===== config.mk =====
export PLATFORM = sky130hd
export DESIGN_NAME = script_tokenizer_top_flat
export DESIGN_NICKNAME = d
export VERILOG_FILES = /design/src/rtl/stok_pkg.sv /design/src/rtl/stok_req_if.sv /design/src/rtl/stok_rsp_if.sv /design/src/rtl/stok_front.sv /design/src/rtl/stok_queue.sv /design/src/rtl/stok_back.sv /design/src/rtl/script_tokenizer_top.sv /design/src/flat_wrapper.sv
export SDC_FILE = /design/constraint.sdc
export NUM_CORES = 1
export LEC_CHECK = 0
export ABC_AREA = 0
export BUFFER_PORTS_ARGS = -buffer_cell sky130_fd_sc_hd__buf_2
export CAP_MARGIN = 10
export CELL_PAD_IN_SITES_DETAIL_PLACEMENT = 1
export CELL_PAD_IN_SITES_GLOBAL_PLACEMENT = 1
export CORE_ASPECT_RATIO = 2
export CORE_UTILIZATION = 49
export CTS_BUF_LIST = sky130_fd_sc_hd__clkbuf_4
export DETAILED_ROUTE_END_ITERATION = 6
export PLACE_DENSITY_LB_ADDON = 0.1
export SYNTH_ARGS = -nofsm -noshare
export SYNTH_HDL_FRONTEND = slang
export SYNTH_SLANG_ARGS = --single-unit

===== constraint.sdc =====
create_clock -name clock -period 4.4 [get_ports clock]
set_input_delay 1.32 -clock clock [delete_from_list [all_inputs] [get_ports clock]]
set_output_delay 1.32 -clock clock [all_outputs]
set_load 0.01 [all_outputs]

===== src/rtl/stok_pkg.sv =====
// ----------------------------------------------------------------------------
// Script tokenizer package
// Shared types, character codes and register map of the script tokenizer.
// ----------------------------------------------------------------------------
package stok_pkg;

   // Configuration port
   localparam int CSR_ADDR_W = 3;
   localparam int CSR_DATA_W = 32;
   localparam logic CSR_IDX_HIGH_BYTES = 1'b0;

   // Result queue between front and back
   localparam int QUEUE_DEPTH_DEF = 4;

   // Token kinds
   localparam logic [1:0] KIND_WORD  = 2'd0;
   localparam logic [1:0] KIND_QUOTE = 2'd1;
   localparam logic [1:0] KIND_DELIM = 2'd2;

   // Character codes
   localparam logic [7:0] CH_NUL     = 8'h00;
   localparam logic [7:0] CH_NEWLINE = 8'h0a;
   localparam logic [7:0] CH_SPACE   = 8'h20;
   localparam logic [7:0] CH_DQUOTE  = 8'h22;
   localparam logic [7:0] CH_SQUOTE  = 8'h27;
   localparam logic [7:0] CH_LPAREN  = 8'h28;
   localparam logic [7:0] CH_RPAREN  = 8'h29;
   localparam logic [7:0] CH_COMMA   = 8'h2c;
   localparam logic [7:0] CH_SLASH   = 8'h2f;
   localparam logic [7:0] CH_LBRACE  = 8'h7b;
   localparam logic [7:0] CH_RBRACE  = 8'h7d;

   typedef enum logic [2:0] {
      MODE_SKIP    = 3'd0,
      MODE_SLASH   = 3'd1,
      MODE_COMMENT = 3'd2,
      MODE_QUOTE   = 3'd3,
      MODE_WORD    = 3'd4
   } stok_mode_type;

   typedef struct packed {
      logic       has_char;
      logic [7:0] token_char;
      logic       token_last;
      logic [1:0] token_kind;
      logic       input_done;
   } stok_res_type;

   // One queue entry holds the results of one input byte (one or two).
   typedef struct packed {
      logic         two;
      stok_res_type r0;
      stok_res_type r1;
   } stok_entry_type;

   typedef struct packed {
      logic           not_empty;
      stok_entry_type head;
   } stok_qstat_type;

endpackage


===== src/rtl/stok_req_if.sv =====
// ----------------------------------------------------------------------------
// Script tokenizer input channel
// Valid/ready channel carrying one text byte per item.
// ----------------------------------------------------------------------------
interface stok_req_if;
   logic       valid;
   logic       ready;
   logic [7:0] char_in;

   modport source (output valid, output char_in, input ready);
   modport sink (input valid, input char_in, output ready);
endinterface


===== src/rtl/stok_rsp_if.sv =====
// ----------------------------------------------------------------------------
// Script tokenizer result channel
// Valid/ready channel carrying one token byte or marker per item.
// ----------------------------------------------------------------------------
interface stok_rsp_if;
   logic       valid;
   logic       ready;
   logic       has_char;
   logic [7:0] token_char;
   logic       token_last;
   logic [1:0] token_kind;
   logic       input_done;

   modport source (output valid, output has_char, output token_char,
                   output token_last, output token_kind, output input_done,
                   input ready);
   modport sink (input valid, input has_char, input token_char,
                 input token_last, input token_kind, input input_done,
                 output ready);
endinterface


===== src/rtl/stok_front.sv =====
// ----------------------------------------------------------------------------
// Script tokenizer front end
// Accepts text bytes, runs the lexer state machine and queues the results
// that each byte produces.
// ----------------------------------------------------------------------------
module stok_front (
   input  logic                    clock,
   input  logic                    reset,
   input  logic                    high_bytes_as_space,
   stok_req_if.sink                req_chan,
   input  logic                    queue_full,
   output logic                    push,
   output stok_pkg::stok_entry_type push_entry
);
   import stok_pkg::*;

   stok_mode_type mode_ff, mode_in;
   logic          accept;
   logic [7:0]    c;
   logic          n_valid0, n_valid1;
   stok_res_type  r0, r1;
   logic          start_valid;
   stok_res_type  start_res;

   function automatic logic is_space(input logic [7:0] ch, input logic hbs);
      return (ch <= CH_SPACE) || (ch[7] && hbs);
   endfunction

   function automatic logic is_delim(input logic [7:0] ch);
      return (ch == CH_LBRACE) || (ch == CH_RBRACE) || (ch == CH_LPAREN) ||
             (ch == CH_RPAREN) || (ch == CH_SQUOTE) || (ch == CH_COMMA);
   endfunction

   function automatic stok_res_type mk_res(input logic has, input logic [7:0] ch,
                                           input logic last, input logic [1:0] kind,
                                           input logic done);
      stok_res_type r;
      r.has_char   = has;
      r.token_char = ch;
      r.token_last = last;
      r.token_kind = kind;
      r.input_done = done;
      return r;
   endfunction

   function automatic stok_mode_type start_mode(input logic [7:0] ch, input logic hbs);
      stok_mode_type m;
      priority if (is_space(ch, hbs)) m = MODE_SKIP;
      else if (ch == CH_SLASH)        m = MODE_SLASH;
      else if (ch == CH_DQUOTE)       m = MODE_QUOTE;
      else if (is_delim(ch))          m = MODE_SKIP;
      else                            m = MODE_WORD;
      return m;
   endfunction

   assign c        = req_chan.char_in;
   assign accept   = req_chan.valid && !queue_full;
   assign req_chan.ready = !queue_full;

   // A byte that terminates a word or a pending slash.
   logic ends_word;
   assign ends_word = is_space(c, high_bytes_as_space) || is_delim(c);

   // Result of a byte seen while no token is open.
   always_comb begin
      start_valid = 1'b0;
      start_res   = mk_res(1'b0, CH_NUL, 1'b0, KIND_WORD, 1'b1);
      priority if (c == CH_NUL) begin
         start_valid = 1'b1;
      end else if (is_space(c, high_bytes_as_space) || c == CH_SLASH ||
                   c == CH_DQUOTE) begin
         start_valid = 1'b0;
      end else if (is_delim(c)) begin
         start_valid = 1'b1;
         start_res   = mk_res(1'b1, c, 1'b1, KIND_DELIM, 1'b0);
      end else begin
         start_valid = 1'b1;
         start_res   = mk_res(1'b1, c, 1'b0, KIND_WORD, 1'b0);
      end
   end

   // Next state
   always_comb begin
      mode_in = mode_ff;
      unique case (mode_ff)
         MODE_SLASH: begin
            priority if (c == CH_SLASH) mode_in = MODE_COMMENT;
            else if (ends_word)         mode_in = start_mode(c, high_bytes_as_space);
            else                        mode_in = MODE_WORD;
         end
         MODE_COMMENT: begin
            if (c == CH_NUL || c == CH_NEWLINE) mode_in = MODE_SKIP;
         end
         MODE_QUOTE: begin
            if (c == CH_NUL || c == CH_DQUOTE) mode_in = MODE_SKIP;
         end
         MODE_WORD: begin
            if (ends_word) mode_in = start_mode(c, high_bytes_as_space);
         end
         default: mode_in = start_mode(c, high_bytes_as_space);
      endcase
   end

   // Results of the byte; the first slot is always filled before the second.
   always_comb begin
      n_valid0 = 1'b0;
      n_valid1 = 1'b0;
      r0       = mk_res(1'b0, CH_NUL, 1'b0, KIND_WORD, 1'b0);
      r1       = mk_res(1'b0, CH_NUL, 1'b0, KIND_WORD, 1'b0);
      unique case (mode_ff)
         MODE_SLASH: begin
            priority if (c == CH_SLASH) begin
               n_valid0 = 1'b0;
            end else if (ends_word) begin
               n_valid0 = 1'b1;
               r0       = mk_res(1'b1, CH_SLASH, 1'b1, KIND_WORD, 1'b0);
               n_valid1 = start_valid;
               r1       = start_res;
            end else begin
               n_valid0 = 1'b1;
               r0       = mk_res(1'b1, CH_SLASH, 1'b0, KIND_WORD, 1'b0);
               n_valid1 = 1'b1;
               r1       = mk_res(1'b1, c, 1'b0, KIND_WORD, 1'b0);
            end
         end
         MODE_COMMENT: begin
            n_valid0 = (c == CH_NUL);
            r0       = mk_res(1'b0, CH_NUL, 1'b0, KIND_WORD, 1'b1);
         end
         MODE_QUOTE: begin
            n_valid0 = 1'b1;
            priority if (c == CH_NUL) begin
               r0       = mk_res(1'b0, CH_NUL, 1'b1, KIND_QUOTE, 1'b0);
               n_valid1 = 1'b1;
               r1       = mk_res(1'b0, CH_NUL, 1'b0, KIND_WORD, 1'b1);
            end else if (c == CH_DQUOTE) begin
               r0 = mk_res(1'b0, CH_NUL, 1'b1, KIND_QUOTE, 1'b0);
            end else begin
               r0 = mk_res(1'b1, c, 1'b0, KIND_QUOTE, 1'b0);
            end
         end
         MODE_WORD: begin
            n_valid0 = 1'b1;
            if (ends_word) begin
               r0       = mk_res(1'b0, CH_NUL, 1'b1, KIND_WORD, 1'b0);
               n_valid1 = start_valid;
               r1       = start_res;
            end else begin
               r0 = mk_res(1'b1, c, 1'b0, KIND_WORD, 1'b0);
            end
         end
         default: begin
            n_valid0 = start_valid;
            r0       = start_res;
         end
      endcase
   end

   assign push          = accept && n_valid0;
   assign push_entry.two = n_valid1;
   assign push_entry.r0  = r0;
   assign push_entry.r1  = r1;

   always_ff @(posedge clock) begin
      if (reset) begin
         mode_ff <= MODE_SKIP;
      end else if (accept) begin
         mode_ff <= mode_in;
      end
   end

endmodule


===== src/rtl/stok_queue.sv =====
// ----------------------------------------------------------------------------
// Script tokenizer result queue
// Small register FIFO of per-byte result groups between front and back end.
// ----------------------------------------------------------------------------
module stok_queue #(
   parameter int DEPTH = stok_pkg::QUEUE_DEPTH_DEF
) (
   input  logic                     clock,
   input  logic                     reset,
   input  logic                     push,
   input  stok_pkg::stok_entry_type push_entry,
   input  logic                     pop,
   output logic                     full,
   output stok_pkg::stok_qstat_type qstat
);
   import stok_pkg::*;

   localparam int PTR_W = (DEPTH > 1) ? $clog2(DEPTH) : 1;
   localparam int CNT_W = $clog2(DEPTH + 1);
   localparam logic [PTR_W-1:0] LAST_PTR = PTR_W'(DEPTH - 1);
   localparam logic [CNT_W-1:0] FULL_CNT = CNT_W'(DEPTH);

   stok_entry_type   mem_ff [DEPTH];
   logic [PTR_W-1:0] wr_ptr_ff, wr_ptr_in;
   logic [PTR_W-1:0] rd_ptr_ff, rd_ptr_in;
   logic [CNT_W-1:0] count_ff, count_in;
   logic             do_push, do_pop;

   assign full            = (count_ff == FULL_CNT);
   assign qstat.not_empty = (count_ff != '0);
   assign qstat.head      = mem_ff[rd_ptr_ff];

   assign do_push = push && !full;
   assign do_pop  = pop && qstat.not_empty;

   always_comb begin
      wr_ptr_in = wr_ptr_ff;
      rd_ptr_in = rd_ptr_ff;
      count_in  = count_ff;
      if (do_push) wr_ptr_in = (wr_ptr_ff == LAST_PTR) ? '0 : wr_ptr_ff + 1'b1;
      if (do_pop)  rd_ptr_in = (rd_ptr_ff == LAST_PTR) ? '0 : rd_ptr_ff + 1'b1;
      unique case ({do_push, do_pop})
         2'b10:   count_in = count_ff + 1'b1;
         2'b01:   count_in = count_ff - 1'b1;
         default: count_in = count_ff;
      endcase
   end

   always_ff @(posedge clock) begin
      if (reset) begin
         wr_ptr_ff <= '0;
         rd_ptr_ff <= '0;
         count_ff  <= '0;
      end else begin
         wr_ptr_ff <= wr_ptr_in;
         rd_ptr_ff <= rd_ptr_in;
         count_ff  <= count_in;
      end
   end

   always_ff @(posedge clock) begin
      if (do_push) mem_ff[wr_ptr_ff] <= push_entry;
   end

endmodule


===== src/rtl/stok_back.sv =====
// ----------------------------------------------------------------------------
// Script tokenizer back end
// Unpacks queued result groups and drives them out one item per cycle,
// while rsp_chan is ready, through an output register.
// ----------------------------------------------------------------------------
module stok_back (
   input  logic                     clock,
   input  logic                     reset,
   input  stok_pkg::stok_qstat_type qstat,
   output logic                     pop,
   stok_rsp_if.source               rsp_chan
);
   import stok_pkg::*;

   logic         out_valid_ff, out_valid_in;
   stok_res_type out_res_ff, out_res_in;
   logic         pend_valid_ff, pend_valid_in;
   stok_res_type pend_res_ff, pend_res_in;
   logic         load;

   assign load = !out_valid_ff || rsp_chan.ready;

   always_comb begin
      out_valid_in  = out_valid_ff;
      out_res_in    = out_res_ff;
      pend_valid_in = pend_valid_ff;
      pend_res_in   = pend_res_ff;
      pop           = 1'b0;
      if (load) begin
         // The second result of a group goes out before the next group.
         priority if (pend_valid_ff) begin
            out_valid_in  = 1'b1;
            out_res_in    = pend_res_ff;
            pend_valid_in = 1'b0;
         end else if (qstat.not_empty) begin
            pop           = 1'b1;
            out_valid_in  = 1'b1;
            out_res_in    = qstat.head.r0;
            pend_valid_in = qstat.head.two;
            pend_res_in   = qstat.head.r1;
         end else begin
            out_valid_in = 1'b0;
         end
      end
   end

   always_ff @(posedge clock) begin
      if (reset) begin
         out_valid_ff  <= 1'b0;
         pend_valid_ff <= 1'b0;
      end else begin
         out_valid_ff  <= out_valid_in;
         pend_valid_ff <= pend_valid_in;
      end
   end

   always_ff @(posedge clock) begin
      out_res_ff  <= out_res_in;
      pend_res_ff <= pend_res_in;
   end

   assign rsp_chan.valid      = out_valid_ff;
   assign rsp_chan.has_char   = out_res_ff.has_char;
   assign rsp_chan.token_char = out_res_ff.token_char;
   assign rsp_chan.token_last = out_res_ff.token_last;
   assign rsp_chan.token_kind = out_res_ff.token_kind;
   assign rsp_chan.input_done = out_res_ff.input_done;

endmodule


===== src/rtl/script_tokenizer_top.sv =====
// ----------------------------------------------------------------------------
// Script tokenizer
// Streaming tokenizer for script text: one byte in, token bytes out.
// ----------------------------------------------------------------------------
// The tokenizer takes one text byte per cycle on req_chan while the queue
// has room and emits token bytes and end-of-token markers on rsp_chan, one
// item per cycle while rsp_chan is ready. The front end classifies each byte
// in the cycle it is accepted and writes the one or two results it causes
// into a result queue of QUEUE_DEPTH entries; bytes with no result
// (whitespace outside a token, comment text, opening quotes, a held slash)
// take no queue space. The back end drains the queue through an output
// register, so the output port sets the pace: each result is one output
// item, so a word or held slash ended by a delimiter or end of input, a held
// slash followed by a word byte, or end of input inside a quote yields two.
// The register high_bytes_as_space lives at address 0 and resets to 1.
// ----------------------------------------------------------------------------
module script_tokenizer_top #(
   parameter int QUEUE_DEPTH = stok_pkg::QUEUE_DEPTH_DEF
) (
   input  logic                            clock,
   input  logic                            reset,
   stok_req_if.sink                        req_chan,
   stok_rsp_if.source                      rsp_chan,
   input  logic                            csr_psel,
   input  logic                            csr_penable,
   input  logic                            csr_pwrite,
   input  logic [stok_pkg::CSR_ADDR_W-1:0] csr_paddr,
   input  logic [stok_pkg::CSR_DATA_W-1:0] csr_pwdata,
   output logic [stok_pkg::CSR_DATA_W-1:0] csr_prdata,
   output logic                            csr_pready
);
   import stok_pkg::*;

   logic           high_bytes_ff, high_bytes_in;
   logic           csr_hit;
   logic           queue_full;
   logic           push;
   stok_entry_type push_entry;
   logic           pop;
   stok_qstat_type qstat;

   // Register index is paddr[2]; only index 0 exists.
   assign csr_pready = 1'b1;
   assign csr_hit    = (csr_paddr[2] == CSR_IDX_HIGH_BYTES);

   always_comb begin
      high_bytes_in = high_bytes_ff;
      if (csr_psel && csr_penable && csr_pwrite && csr_hit) begin
         high_bytes_in = csr_pwdata[0];
      end
   end

   always_ff @(posedge clock) begin
      if (reset) begin
         high_bytes_ff <= 1'b1;
      end else begin
         high_bytes_ff <= high_bytes_in;
      end
   end

   assign csr_prdata = csr_hit ? {{(CSR_DATA_W-1){1'b0}}, high_bytes_ff} : '0;

   stok_front u_front (
      .clock               (clock),
      .reset               (reset),
      .high_bytes_as_space (high_bytes_ff),
      .req_chan            (req_chan),
      .queue_full          (queue_full),
      .push                (push),
      .push_entry          (push_entry)
   );

   stok_queue #(
      .DEPTH (QUEUE_DEPTH)
   ) u_queue (
      .clock      (clock),
      .reset      (reset),
      .push       (push),
      .push_entry (push_entry),
      .pop        (pop),
      .full       (queue_full),
      .qstat      (qstat)
   );

   stok_back u_back (
      .clock    (clock),
      .reset    (reset),
      .qstat    (qstat),
      .pop      (pop),
      .rsp_chan (rsp_chan)
   );

endmodule

===== src/flat_wrapper.sv =====
// flat-port wrapper written by rule: the top's interface ports become plain ports
module script_tokenizer_top_flat import stok_pkg::*;
#(
   parameter int QUEUE_DEPTH = stok_pkg::QUEUE_DEPTH_DEF
)
  (clock, reset, csr_psel, csr_penable, csr_pwrite, csr_paddr, csr_pwdata, csr_prdata, csr_pready, req_chan_valid, req_chan_char_in, req_chan_ready, rsp_chan_valid, rsp_chan_has_char, rsp_chan_token_char, rsp_chan_token_last, rsp_chan_token_kind, rsp_chan_input_done, rsp_chan_ready);
  stok_req_if req_chan_i ();
  stok_rsp_if rsp_chan_i ();
  input  logic clock;
  input  logic reset;
  input  logic csr_psel;
  input  logic csr_penable;
  input  logic csr_pwrite;
  input  logic [stok_pkg::CSR_ADDR_W-1:0] csr_paddr;
  input  logic [stok_pkg::CSR_DATA_W-1:0] csr_pwdata;
  output logic [stok_pkg::CSR_DATA_W-1:0] csr_prdata;
  output logic csr_pready;
  input wire logic [$bits(req_chan_i.valid)-1:0] req_chan_valid;
  input wire logic [$bits(req_chan_i.char_in)-1:0] req_chan_char_in;
  output wire logic [$bits(req_chan_i.ready)-1:0] req_chan_ready;
  output wire logic [$bits(rsp_chan_i.valid)-1:0] rsp_chan_valid;
  output wire logic [$bits(rsp_chan_i.has_char)-1:0] rsp_chan_has_char;
  output wire logic [$bits(rsp_chan_i.token_char)-1:0] rsp_chan_token_char;
  output wire logic [$bits(rsp_chan_i.token_last)-1:0] rsp_chan_token_last;
  output wire logic [$bits(rsp_chan_i.token_kind)-1:0] rsp_chan_token_kind;
  output wire logic [$bits(rsp_chan_i.input_done)-1:0] rsp_chan_input_done;
  input wire logic [$bits(rsp_chan_i.ready)-1:0] rsp_chan_ready;
  assign req_chan_i.valid = req_chan_valid;
  assign req_chan_i.char_in = req_chan_char_in;
  assign req_chan_ready = req_chan_i.ready;
  assign rsp_chan_valid = rsp_chan_i.valid;
  assign rsp_chan_has_char = rsp_chan_i.has_char;
  assign rsp_chan_token_char = rsp_chan_i.token_char;
  assign rsp_chan_token_last = rsp_chan_i.token_last;
  assign rsp_chan_token_kind = rsp_chan_i.token_kind;
  assign rsp_chan_input_done = rsp_chan_i.input_done;
  assign rsp_chan_i.ready = rsp_chan_ready;
  script_tokenizer_top #(.QUEUE_DEPTH(QUEUE_DEPTH)) u_core (.clock(clock), .reset(reset), .req_chan(req_chan_i), .rsp_chan(rsp_chan_i), .csr_psel(csr_psel), .csr_penable(csr_penable), .csr_pwrite(csr_pwrite), .csr_paddr(csr_paddr), .csr_pwdata(csr_pwdata), .csr_prdata(csr_prdata), .csr_pready(csr_pready));
endmodule

==> run summary <==
GPL Wtd Cong -> 0.9060
CP top delay family -> simple AND/OR/NAND/NOR gates
Sequential area share after synthesis -> 0.6386
DRT Pass-1 Iters -> 6
Post-CTS setup repair buffer count -> 0
CP max stage delay -> 0.56 ns
Overall routing resource usage -> 0.2157
Post-synth EDFFs -> 124
Register area -> 4024 sq um
Worst-path clk slew -> 0.12 ns
Hold slack -> 0.5422 ns
Post-synth cell types -> 60
Number of global-route vias before repair -> 3803
Core area -> 12550 sq um
Slew headroom -> 0.3436
Ys async rst share -> 0
Critical Path, Cell by Cell -> buf_2, or3_1, a21oi_2, or3_1, a21oi_2, inv_1, ha_1, inv_1, fa_1, xor2_1, or3_1, a21oi_1
Nets -> 507
Resize count post-CTS -> 0
Area grow syn2layout -> 8.360%
Clock sink count -> 139
WP data arrival -> 4.17 ns
First-pass GRT wire length -> 20270 microns
Cell Area, Synth -> 6301 sq um
Drt total wl -> 12870 microns
DP HPWL -> 9108 microns
Hold WC Path Type -> reg2reg
Cts hold-fix bufs -> 0
Max frequency -> 268.8 MHz
TritonCTS Buffers -> 17
H-Tree Depth -> 4
Crit end category -> flop
Synth Register Bits -> 139
Setup TNS Final -> 0 ns
Final Cycle Share -> 0.8455
WP data required -> 4.85 ns
Yosys Warn Count -> 0
CP max-delay cell -> or3_1
Max clock buf depth -> 2
Commonest non-fill, non-tap cell in the layout -> edfxtp_1
Die width -> 82.19 microns
Setup crit start kind -> input port
Status -> complete, no violations
I/O pin total -> 98
DR DRC count -> 0
Synth Area per Inst -> 15.37 sq um
Critical path peak fanout -> 12
Die ar. -> 13340 sq um
Fin crit period -> 3.720 ns
Final setup violation count -> 0
Filler cells -> 1253
Starting DRC count in detailed routing -> 157
Post-synthesis cell count -> 410
Power per cell area -> 536.6 nW/um^2
CTS tree -> built
WL/cell -> 20.97 microns
Most frequent cells in the layout -> 124 x edfxtp_1, 32 x conb_1, 32 x buf_2
Footprint of the multi-input gates -> 1982 sq um
Vias per cell -> 5.770
Rows -> 58
Worst Clk Skew -> 0.02495 ns
Final hold violations -> 0
Initial core utilization -> 0.5019
Most used cell, CP -> or3_1
Largest net degree at the start of global routing -> 26
Max_cap viols -> 0
Detailed-route via count -> 3543
Crit path kind -> in2reg
RSZ-0062 raised after global routing -> no
Total global routing overflow -> 0
Share of cells above drive strength 1 -> 0.2721
Worst-Margin Slew -> 0.9832 ns
Worst skew pair latency -> 0.51 ns
Initial antenna violation count -> 1
Buf+Inv Stages, Crit Path -> 3
Die height -> 162.4 microns
Final Max Tran Viols -> 0
Port buffer count -> 32
Finished Core Util -> 0.5439
Post-synth top flop -> edfxtp_1
Leak pwr -> 2.314 nW
Detail Route Antenna Nets -> 0
Maximum vdd drop -> 0.0003553 V
Root Buffer -> clkbuf_4
-- stage by stage --
stage	instance area, sq um	power (mW)	setup slack [ns]	std cells
6_report	6828	3.664	0.6797	614
3_3_place_gp	6507	2.772	0.2548	581
4_1_cts	6825	3.720	0.7403	613
3_5_place_dp	6507	2.824	0.1657	581
2_1_floorplan	6414	2.527	0.6018	440
5_1_grt	6828	3.866	0.6155	614
-- tightest hold or removal path: cells and delay by family, from the launching register on --
family          cells  cell delay [ns]
compound gates      2             0.15
flops               1             0.36
-- report_power, final --
| group | total (mW) | internal, mW | switching, mW |
|---|---|---|---|
| registers | 1.87 | 1.74 | 0.127 |
| clock network | 0.899 | 0.460 | 0.439 |
| logic | 0.899 | 0.413 | 0.486 |
| total | 3.66 | 2.61 | 1.05 |
-- worst paths after layout --
path | startpoint | end | slack, ns | depth (start not counted)
min reg2reg | u_core.u_queue.count_ff[2] | u_core.u_queue.count_ff[2] | 0.54 | 2
max reg2reg | u_core.u_front.mode_ff[2] | u_core.u_queue.count_ff[2] | 1.26 | 11
max | req_chan_char_in[0] | u_core.u_queue.count_ff[2] | 0.68 | 12
min | u_core.u_queue.count_ff[2] | u_core.u_queue.count_ff[2] | 0.54 | 2
-- cell usage after synthesis, types with 4 or more instances --
cell type  count  share of area
dfxtp_1       15          0.048
nor2_1        22          0.013
a31oi_1        6         0.0060
nand4_1        4         0.0040
nand2_1        7         0.0042
clkbuf_1       8         0.0048
nand3_1        7         0.0056
buf_2         10         0.0079
nor2b_1        6         0.0060
ha_1           6          0.012
nor3_1        10         0.0079
nand2b_1       4         0.0040
nor3b_1        6         0.0071
mux4_2        25          0.089
xnor2_1        4         0.0056
buf_4         35          0.042
a21oi_1        5         0.0040
o21ai_0        7         0.0056
mux2_2        10          0.018
inv_1         13         0.0077
and2_1         5         0.0050
edfxtp_1     124           0.59
-- cell families (layout without fill, tap and decap cells) --
group | Yosys count | in the layout | synth area share
AO/OA/AOI/OAI | 57 | 57 | 0.07268
AND/OR/NAND/NOR | 94 | 94 | 0.08896
XOR/XNOR | 6 | 6 | 0.008340
flip-flops | 139 | 139 | 0.6386
multiplexers | 37 | 37 | 0.1104
adder cells (fa/ha/maj) | 7 | 7 | 0.01509
other | 2 | 33 | 0.001192
buffers and inverters | 68 | 91 | 0.06473
-- registers in the layout, summed over array words and instances, names as in the netlist, named ones only --
| register | flops |
|---|---|
| u_core.high_bytes_ff | 1 |
| u_core.u_front.mode_ff | 3 |
| u_core.u_back.rsp_chan.token_char | 8 |
| u_core.u_back.rsp_chan.valid | 1 |
| u_core.u_queue.mem_ff | 100 |
| u_core.u_queue.rd_ptr_ff | 2 |
| u_core.u_back.pend_valid_ff | 1 |
| u_core.u_queue.count_ff | 3 |
| u_core.u_back.rsp_chan.has_char | 1 |
| u_core.u_back.rsp_chan.token_last | 1 |
| u_core.u_back.rsp_chan.input_done | 1 |
| u_core.u_back.rsp_chan.token_kind | 2 |
| u_core.u_back.pend_res_ff | 11 |
| u_core.u_queue.wr_ptr_ff | 2 |
-- area by class of cell --
type	instances	share of cell area
flip-flops and latches	139	0.5893
multi-input cells	233	0.2903
repair buffers	46	0.03885
well taps	150	0.02749
clock inverters	13	0.02566
clock buffers	19	0.02089
inverters	13	0.007147
diodes	1	0.0003665
-- per-layer routing --
metal	part of all wire	vias to the layer above	track usage
met4	0.027	0	0.09330
met3	0.023	17	0.04706
li1	-	1619	-
met5	0	-	0
met1	0.37	1818	0.2298
met2	0.58	89	0.3922
(Power assumes the default switching activity.)
